## src/rtl/sorted_priority_queue_core_assert.svh

```systemverilog
// Assertion macros used by the sorted priority queue core.
`ifndef SORTED_PRIORITY_QUEUE_CORE_ASSERT_SVH
`define SORTED_PRIORITY_QUEUE_CORE_ASSERT_SVH
`ifndef NO_ASSERTIONS
// Check that cons holds in the same cycle as ante.
`define SPQ_ASSERT_NOW(lbl, ante, cons, msg) \
    lbl: assert property (@(posedge i_clk) disable iff (!i_rst_n) (ante) |-> (cons)) \
        else $error(msg);
// Check that cons holds in the cycle after ante.
`define SPQ_ASSERT_NEXT(lbl, ante, cons, msg) \
    lbl: assert property (@(posedge i_clk) disable iff (!i_rst_n) (ante) |=> (cons)) \
        else $error(msg);
`else
`define SPQ_ASSERT_NOW(lbl, ante, cons, msg)
`define SPQ_ASSERT_NEXT(lbl, ante, cons, msg)
`endif
`endif

```

## src/rtl/spq_pkg.sv

```systemverilog
// Types and constants of the sorted priority queue.
`timescale 1ns / 1ps
package spq_pkg;

    localparam int PAYLOAD_BITS  = 32;
    localparam int PRIORITY_BITS = 8;

    typedef enum logic [1:0] {
        ACT_APPEND = 2'd0,
        ACT_INSERT = 2'd1,
        ACT_REMOVE = 2'd2,
        ACT_NOP    = 2'd3
    } t_action;

    typedef enum logic [1:0] {
        ST_DONE  = 2'd0,
        ST_EMPTY = 2'd1,
        ST_FULL  = 2'd2
    } t_status;

    // Operation broadcast to every cell of the chain.
    typedef enum logic [1:0] {
        OP_HOLD   = 2'd0,
        OP_APPEND = 2'd1,
        OP_INSERT = 2'd2,
        OP_REMOVE = 2'd3
    } t_op;

    typedef struct packed {
        t_action                  action;
        logic [PAYLOAD_BITS-1:0]  item_payload;
        logic [PRIORITY_BITS-1:0] item_priority;
    } t_cmd;

    typedef struct packed {
        t_status                  status;
        logic [PAYLOAD_BITS-1:0]  out_payload;
        logic [PRIORITY_BITS-1:0] out_priority;
        logic                     is_empty;
        logic                     is_full;
    } t_result;

    typedef struct packed {
        logic                     valid;
        logic [PRIORITY_BITS-1:0] priority_val;
        logic [PAYLOAD_BITS-1:0]  payload;
    } t_entry;

endpackage

```

## src/rtl/spq_cell.sv

```systemverilog
// One slot of the queue chain: holds an entry and trades it with its neighbors.
`timescale 1ns / 1ps
module spq_cell (
    input  logic           i_clk,
    input  logic           i_rst_n,
    input  spq_pkg::t_op    i_op,
    input  spq_pkg::t_entry i_new,
    input  spq_pkg::t_entry i_left,
    input  spq_pkg::t_entry i_right,
    input  logic           i_found,
    output logic           o_found,
    output spq_pkg::t_entry o_entry
);

    logic                              r_valid;
    logic                              n_valid;
    logic [spq_pkg::PRIORITY_BITS-1:0] r_pri;
    logic [spq_pkg::PRIORITY_BITS-1:0] n_pri;
    logic [spq_pkg::PAYLOAD_BITS-1:0]  r_pay;
    logic [spq_pkg::PAYLOAD_BITS-1:0]  n_pay;
    logic                              w_match;

    always_comb begin
        // This slot is the insertion point if it is free or outranked by the new entry.
        w_match = !r_valid || (i_op == spq_pkg::OP_INSERT && r_pri >= i_new.priority_val);
        o_found = i_found || w_match;
        n_valid = r_valid;
        n_pri   = r_pri;
        n_pay   = r_pay;
        case (i_op)
            spq_pkg::OP_APPEND, spq_pkg::OP_INSERT: begin
                if (i_found) begin
                    // shift toward the tail
                    n_valid = i_left.valid;
                    n_pri   = i_left.priority_val;
                    n_pay   = i_left.payload;
                end else if (w_match) begin
                    n_valid = 1'b1;
                    n_pri   = i_new.priority_val;
                    n_pay   = i_new.payload;
                end
            end
            spq_pkg::OP_REMOVE: begin
                // advance toward the head
                n_valid = i_right.valid;
                n_pri   = i_right.priority_val;
                n_pay   = i_right.payload;
            end
            default: begin
            end
        endcase
    end

    always_ff @(posedge i_clk) begin
        if (!i_rst_n) begin
            r_valid <= 1'b0;
        end else begin
            r_valid <= n_valid;
        end
    end

    always_ff @(posedge i_clk) begin
        r_pri <= n_pri;
        r_pay <= n_pay;
    end

    assign o_entry = '{valid: r_valid, priority_val: r_pri, payload: r_pay};

endmodule

```

## src/rtl/sorted_priority_queue_core.sv

```systemverilog
// Sorted priority queue: a chain of entry cells with command and result handling.
//
// Usage: drive i_cmd and raise i_start; the command is taken at any clock edge with
// i_start high and o_busy low. o_busy stays low, so one command is taken every cycle.
// Actions: append at the tail, insert ahead of the first entry whose priority is
// greater than or equal, or remove the head. Head is slot 0 of the cell chain.
// Every command gives one result on o_result, marked by o_done for exactly one
// cycle, on the cycle after the command is taken (throughput 1 per cycle).
// All cells compare against the broadcast command and shift in the same cycle, while
// the insertion search ripples through the chain.
// Status reports an empty queue on remove or a full queue on append or insert; such
// commands leave the contents as they were. is_empty and is_full give the state
// after the command.
// Reset empties the queue at once (valid flags only) and drops any pending result.
// The receiver cannot stall: a result not captured in its cycle is gone.
`timescale 1ns / 1ps
`include "sorted_priority_queue_core_assert.svh"
module sorted_priority_queue_core #(
    parameter int CAPACITY = 16
) (
    input  logic            i_clk,
    input  logic            i_rst_n,
    input  logic            i_start,
    input  spq_pkg::t_cmd    i_cmd,
    output logic            o_busy,
    output logic            o_done,
    output spq_pkg::t_result o_result
);

    localparam spq_pkg::t_entry EMPTY_ENTRY = '{valid: 1'b0, priority_val: '0, payload: '0};

    spq_pkg::t_entry  w_entry [CAPACITY];
    logic             w_found [CAPACITY];
    logic [CAPACITY-1:0] w_valid;
    spq_pkg::t_entry  w_new;
    spq_pkg::t_op     w_op;
    logic             w_accept;
    spq_pkg::t_result n_result;
    spq_pkg::t_result r_result;
    logic             r_done;

    assign o_busy   = 1'b0;
    assign w_accept = i_start && !o_busy;
    assign w_new    = '{valid: 1'b1, priority_val: i_cmd.item_priority,
                        payload: i_cmd.item_payload};

    for (genvar g = 0; g < CAPACITY; g++) begin : g_cell
        spq_pkg::t_entry w_left;
        spq_pkg::t_entry w_right;
        logic            w_found_in;
        if (g == 0) begin : g_head
            assign w_left     = EMPTY_ENTRY;
            assign w_found_in = 1'b0;
        end else begin : g_body
            assign w_left     = w_entry[g-1];
            assign w_found_in = w_found[g-1];
        end
        if (g == CAPACITY - 1) begin : g_tail
            assign w_right = EMPTY_ENTRY;
        end else begin : g_inner
            assign w_right = w_entry[g+1];
        end
        spq_cell u_cell (
            .i_clk   (i_clk),
            .i_rst_n (i_rst_n),
            .i_op    (w_op),
            .i_new   (w_new),
            .i_left  (w_left),
            .i_right (w_right),
            .i_found (w_found_in),
            .o_found (w_found[g]),
            .o_entry (w_entry[g])
        );
        assign w_valid[g] = w_entry[g].valid;
    end

    always_comb begin
        w_op                  = spq_pkg::OP_HOLD;
        n_result.status       = spq_pkg::ST_DONE;
        n_result.out_payload  = '0;
        n_result.out_priority = '0;
        n_result.is_empty     = !w_valid[0];
        n_result.is_full      = w_valid[CAPACITY-1];
        case (i_cmd.action)
            spq_pkg::ACT_APPEND, spq_pkg::ACT_INSERT: begin
                if (w_valid[CAPACITY-1]) begin
                    n_result.status = spq_pkg::ST_FULL;
                end else begin
                    w_op = (i_cmd.action == spq_pkg::ACT_APPEND) ? spq_pkg::OP_APPEND
                                                                 : spq_pkg::OP_INSERT;
                    n_result.is_empty = 1'b0;
                    n_result.is_full  = w_valid[CAPACITY-2];
                end
            end
            spq_pkg::ACT_REMOVE: begin
                if (!w_valid[0]) begin
                    n_result.status = spq_pkg::ST_EMPTY;
                end else begin
                    w_op                  = spq_pkg::OP_REMOVE;
                    n_result.out_payload  = w_entry[0].payload;
                    n_result.out_priority = w_entry[0].priority_val;
                    n_result.is_empty     = !w_valid[1];
                    n_result.is_full      = 1'b0;
                end
            end
            default: begin
            end
        endcase
        // drop the operation unless a transaction is taken
        if (!w_accept) begin
            w_op = spq_pkg::OP_HOLD;
        end
    end

    always_ff @(posedge i_clk) begin
        if (!i_rst_n) begin
            r_done <= 1'b0;
        end else begin
            r_done <= w_accept;
        end
    end

    always_ff @(posedge i_clk) begin
        if (w_accept) begin
            r_result <= n_result;
        end
    end

    assign o_done   = r_done;
    assign o_result = r_result;

    `SPQ_ASSERT_NOW(a_valid_packed, 1'b1, ((w_valid >> 1) & ~w_valid) == '0,
        "occupied slots are not contiguous from the head")
    `SPQ_ASSERT_NEXT(a_done_follows, w_accept, o_done, "accepted transaction gave no result")
    `SPQ_ASSERT_NEXT(a_no_spurious, !w_accept, !o_done, "result without a transaction")
    `SPQ_ASSERT_NEXT(a_empty_remove,
        w_accept && i_cmd.action == spq_pkg::ACT_REMOVE && !w_valid[0],
        o_result.status == spq_pkg::ST_EMPTY && !w_valid[0],
        "remove from empty queue misreported or changed contents")
    `SPQ_ASSERT_NEXT(a_add_not_empty,
        w_accept && (i_cmd.action == spq_pkg::ACT_APPEND
            || i_cmd.action == spq_pkg::ACT_INSERT) && !w_valid[CAPACITY-1],
        w_valid[0] && !o_result.is_empty, "added entry left queue empty")

endmodule
```

## config.mk

```make
export PLATFORM = sky130hd
export DESIGN_NAME = sorted_priority_queue_core
export DESIGN_NICKNAME = d
export VERILOG_FILES = /design/src/rtl/spq_pkg.sv /design/src/rtl/spq_cell.sv /design/src/rtl/sorted_priority_queue_core.sv
export VERILOG_INCLUDE_DIRS = /design/src /design/src/rtl
export SDC_FILE = /design/constraint.sdc
export NUM_CORES = 2
export LEC_CHECK = 0
export BUFFER_PORTS_ARGS = -buffer_cell sky130_fd_sc_hd__buf_2
export CORE_UTILIZATION = 35
export CTS_CLUSTER_SIZE = 24
export DETAILED_ROUTE_END_ITERATION = 12
export MAX_ROUTING_LAYER = met4
export RECOVER_POWER = 25
export SLEW_MARGIN = 5
export SYNTH_ARGS = -nofsm -noshare
export SYNTH_HDL_FRONTEND = slang
export SYNTH_SLANG_ARGS = --single-unit
```

## constraint.sdc

```tcl
create_clock -name i_clk -period 16.3 [get_ports i_clk]
set_input_delay 3.26 -clock i_clk [delete_from_list [all_inputs] [get_ports i_clk]]
set_output_delay 3.26 -clock i_clk [all_outputs]
set_load 0.005 [all_outputs]
```

==> impl_results.md <==
- Initial DRC Count: approximately 3.8k
- M2 GR Usage: 0.353
- Post-synthesis compound-gate area fraction: 0.232
- Maximum VDD drop: 0.0655 mV
- Top-count cell post-synth: edfxtp_1
- Multiplexer share of the synthesized area: 0.0352
- GRT overflow: 0
- Vias in the first global route: 29.8k
- Power density over cell area: 106 mW/mm2
- Global placement routability congestion: 0.855
- Row cnt: approximately 120
- Status: finished, violations left
- Global Route met1 Usage: 0.315
- Final nets: 3683
- Vias/cell: 6.17
- Hold Buf Count CTS: 0
- Crit share post-route: 0.721
- Number of flops mapped to enable cells by yosys: 684
- Clock Tree Buf Depth: 3
- Post-synth ARST share: 0
- Share of post-route cells with drive strength above 1: 0.0821
- Warnings, synthesis: 0
- Post-synth cell types: 66
- Register area share after synthesis: 0.535
- P_sw: about 1.2 mW
- Syn Nets: between 3k and 4k
- CTS H-tree lvls: 3
- HP Class: register to register
- Total core area: 0.111 mm2
- Seq pwr share: 0.493
- Proportion of netlist area held by the largest area contributor: 0.527
- Largest area contributor in the netlist: edfxtp_1
- Port buffer count: 89
- Post-DP HPWL: 76400 um
- Initial antenna violation count: 8
- Slew @ Worst Pin: ~3400 ps
- Final Skew: 22.7 ps
- Post-cts resize count: 0
- Initial Util: 0.353
- Routed WL: between 100000 and 150000 um
- GR Layer Usage met3: 0.0300
- Fin cells: 5056
- RSZ-0062 raised after global routing: false
- Global-route usage over all layers: 0.229
- Mapped Cells: 3624
- Worst Setup SP: i_cmd[40]
- Crit end category: register
- Wire length per cell: 25.4 um
- Routed via count: 31.2k
- Post-synthesis adder-cell area fraction: 0.0420
- Clk pwr share: 0.395
- Die ar.: 0.113 mm2
- Die X-Extent: 336 um
- Total CTS buffers: 79
- Achievable Freq: 85.1 MHz
- Clock Latency Late Sink: 660 ps
- Critical path data arrival time: 12150 ps
- Leakage power: 14.5 nW
- First-pass DRT Iterations: 6
- Post-Syn Area per Cell: 10.8 um2
- Final-report setup violation count: 0
- Io pins: between 90 and 100
- Setup crit start kind: input pin
- Sw Ratio: 0.265
- Largest net degree at the start of global routing: between 150 and 200
- CTS tree: yes
- Worst slew margin: -1.26
- Flop-to-flop setup slack: 6830 ps
- Setup CP Type: input pin to register
- Setup TNS: 0 ps
- Clock-pin slew on the worst setup and hold paths: 60 ps
- Min-delay src: g_cell[5].u_cell.r_pay[23]
- Xor and xnor area share after synthesis: 0
- Post-Synth Simple-Gate Area: 0.101
- Final hold vios: 0
- Main flop type after synthesis: edfxtp_1
- CTS Sinks: 701
- Reg-to-Reg Start: g_cell[0].u_cell.r_valid
- Busiest grt layer: met2
- Final max-slew violation count: 617
- Main combinational cell family by area after synthesis: compound AO/OA/AOI/OAI gates
- Largest cells by area after synthesis: edfxtp_1 (53%), ha_1 (4.2%), o21ai_0 (4.0%)
- Area Growth Syn to Fin: 10.8%
- Critical-path maximum fanout: 83
- First-pass GRT wire length: a little under 200000 um
- Routed Antenna Nets: 0
- Synth Cell Area: 0.0390 mm2
- Violated checks: max-capacitance violations, max-slew violations
- Pint: about 3.4 mW
- Combinational share of power: 0.112
- Tmin final: 11750 ps
- DP Area: 0.0408 mm2
- Chip height: about 340 um
- Post-route DRC violation count: 0
- Total Power: 4.57 mW
- #FFs+latches synth: approximately 700
- Clock Tree Root: clkbuf_16
- Max-cap violation count: 13
- Post-synth top cells: edfxtp_1 (684), o21ai_0 (311), clkbuf_1 (295), nand2_1 (295), nor2_1 (254)
- Post-CTS setup buffers: 0
- Placed cell count: 4914
- CP Data Required Time: roughly 17000 ps
- Final Cell Area: 0.0432 mm2
[power by group through the flow]
stage	Sequential [mW]	Combinational, mW	Clock (mW)
4_1_cts	2.25	0.511	1.84
6_report	2.26	0.511	1.81
5_1_grt	2.27	0.560	1.89
3_5_place_dp	2.29	0.509	0
3_3_place_gp	2.29	0.497	0
2_1_floorplan	2.26	0.318	0
[layout make-up]
type                    count  area (um2)
clock buffers             100        2100
fillers                 10800       67300
inverters                 189         717
diodes                      1        2.50
well taps                1488        1860
multi-input cells        2370       16200
repair buffers            166        1010
clock inverters            41         423
flip-flops and latches    701       20900
[state kept, by name, indices dropped and copies added (netlist names)]
name	count
g_cell.u_cell.r_pay	512
o_result	44
o_done	1
g_cell.u_cell.r_valid	16
g_cell.u_cell.r_pri	128
[worst max-delay path: stages]
cell	delay (ps)
clkbuf_1	90
nand2b_1	190
nor2_1	2320
o21ai_0	550
inv_1	250
ha_1	1710
clkbuf_1	1860
buf_4	860
nor2_1	530
a221o_1	460
[logic make-up (layout without fill, tap and decap cells)]
group                    Yosys count  in the layout
other                              1              2
adder cells (fa/ha/maj)          131            131
multiplexers                     132            132
AND/OR/NAND/NOR                  858            858
buffers and inverters            553            496
flip-flops                       701            701
AO/OA/AOI/OAI                   1248           1248
[per-layer routing]
layer,wire [um],up-vias
met1,56100,15600
met5,0,-
met3,10400,194
li1,-,13900
met2,59000,1523
met4,2990,0
[stage by stage]
| stage | hold slack, ps | util | worst slack (ps) |
|---|---|---|---|
| floorplan | 478 | - | 8020 |
| global route | 568 | 0.391 | 3490 |
| finish | 553 | 0.391 | 4550 |
| detailed placement | 537 | 0.369 | 6050 |
| CTS | 555 | 0.392 | 6740 |
| global placement | 534 | 0.369 | 6270 |
[cell usage in the layout (no fill, tap or decap), types with 39 or more instances in the layout]
| cell type | Yosys | layout |
|---|---|---|
| nand4_1 | 49 | 49 |
| buf_2 | 55 | 68 |
| clkbuf_16 | 0 | 80 |
| o21ai_0 | 311 | 311 |
| buf_4 | 1 | 67 |
| edfxtp_1 | 684 | 684 |
| mux2i_1 | 91 | 91 |
| o31ai_1 | 40 | 40 |
| o311ai_0 | 81 | 82 |
| a22oi_1 | 42 | 42 |
| inv_1 | 189 | 188 |
| a41oi_1 | 121 | 120 |
| nand3_1 | 95 | 93 |
| a221o_1 | 119 | 119 |
| nor2b_1 | 42 | 42 |
| nor2_1 | 254 | 253 |
| a21oi_1 | 154 | 148 |
| a31oi_1 | 59 | 56 |
| nand2_1 | 295 | 293 |
| ha_1 | 131 | 131 |
| a21o_1 | 56 | 55 |
| a311oi_1 | 41 | 41 |
| o311a_1 | 39 | 39 |
| o41ai_1 | 41 | 41 |
| a2bb2oi_1 | 78 | 78 |
| clkbuf_1 | 295 | 46 |
| and3_1 | 44 | 41 |
[path summary, 6_finish.rpt]
| kind | cells past startpoint | end |
|---|---|---|
| worst max-delay path | 10 | g_cell[6].u_cell.r_pri[4] |
| worst min-delay path | 2 | g_cell[4].u_cell.r_pay[23] |
| worst max register to register | 9 | g_cell[6].u_cell.r_pri[4] |
| worst min register to register | 2 | g_cell[4].u_cell.r_pay[23] |
No activity file was read; power rests on OpenSTA's default activity.
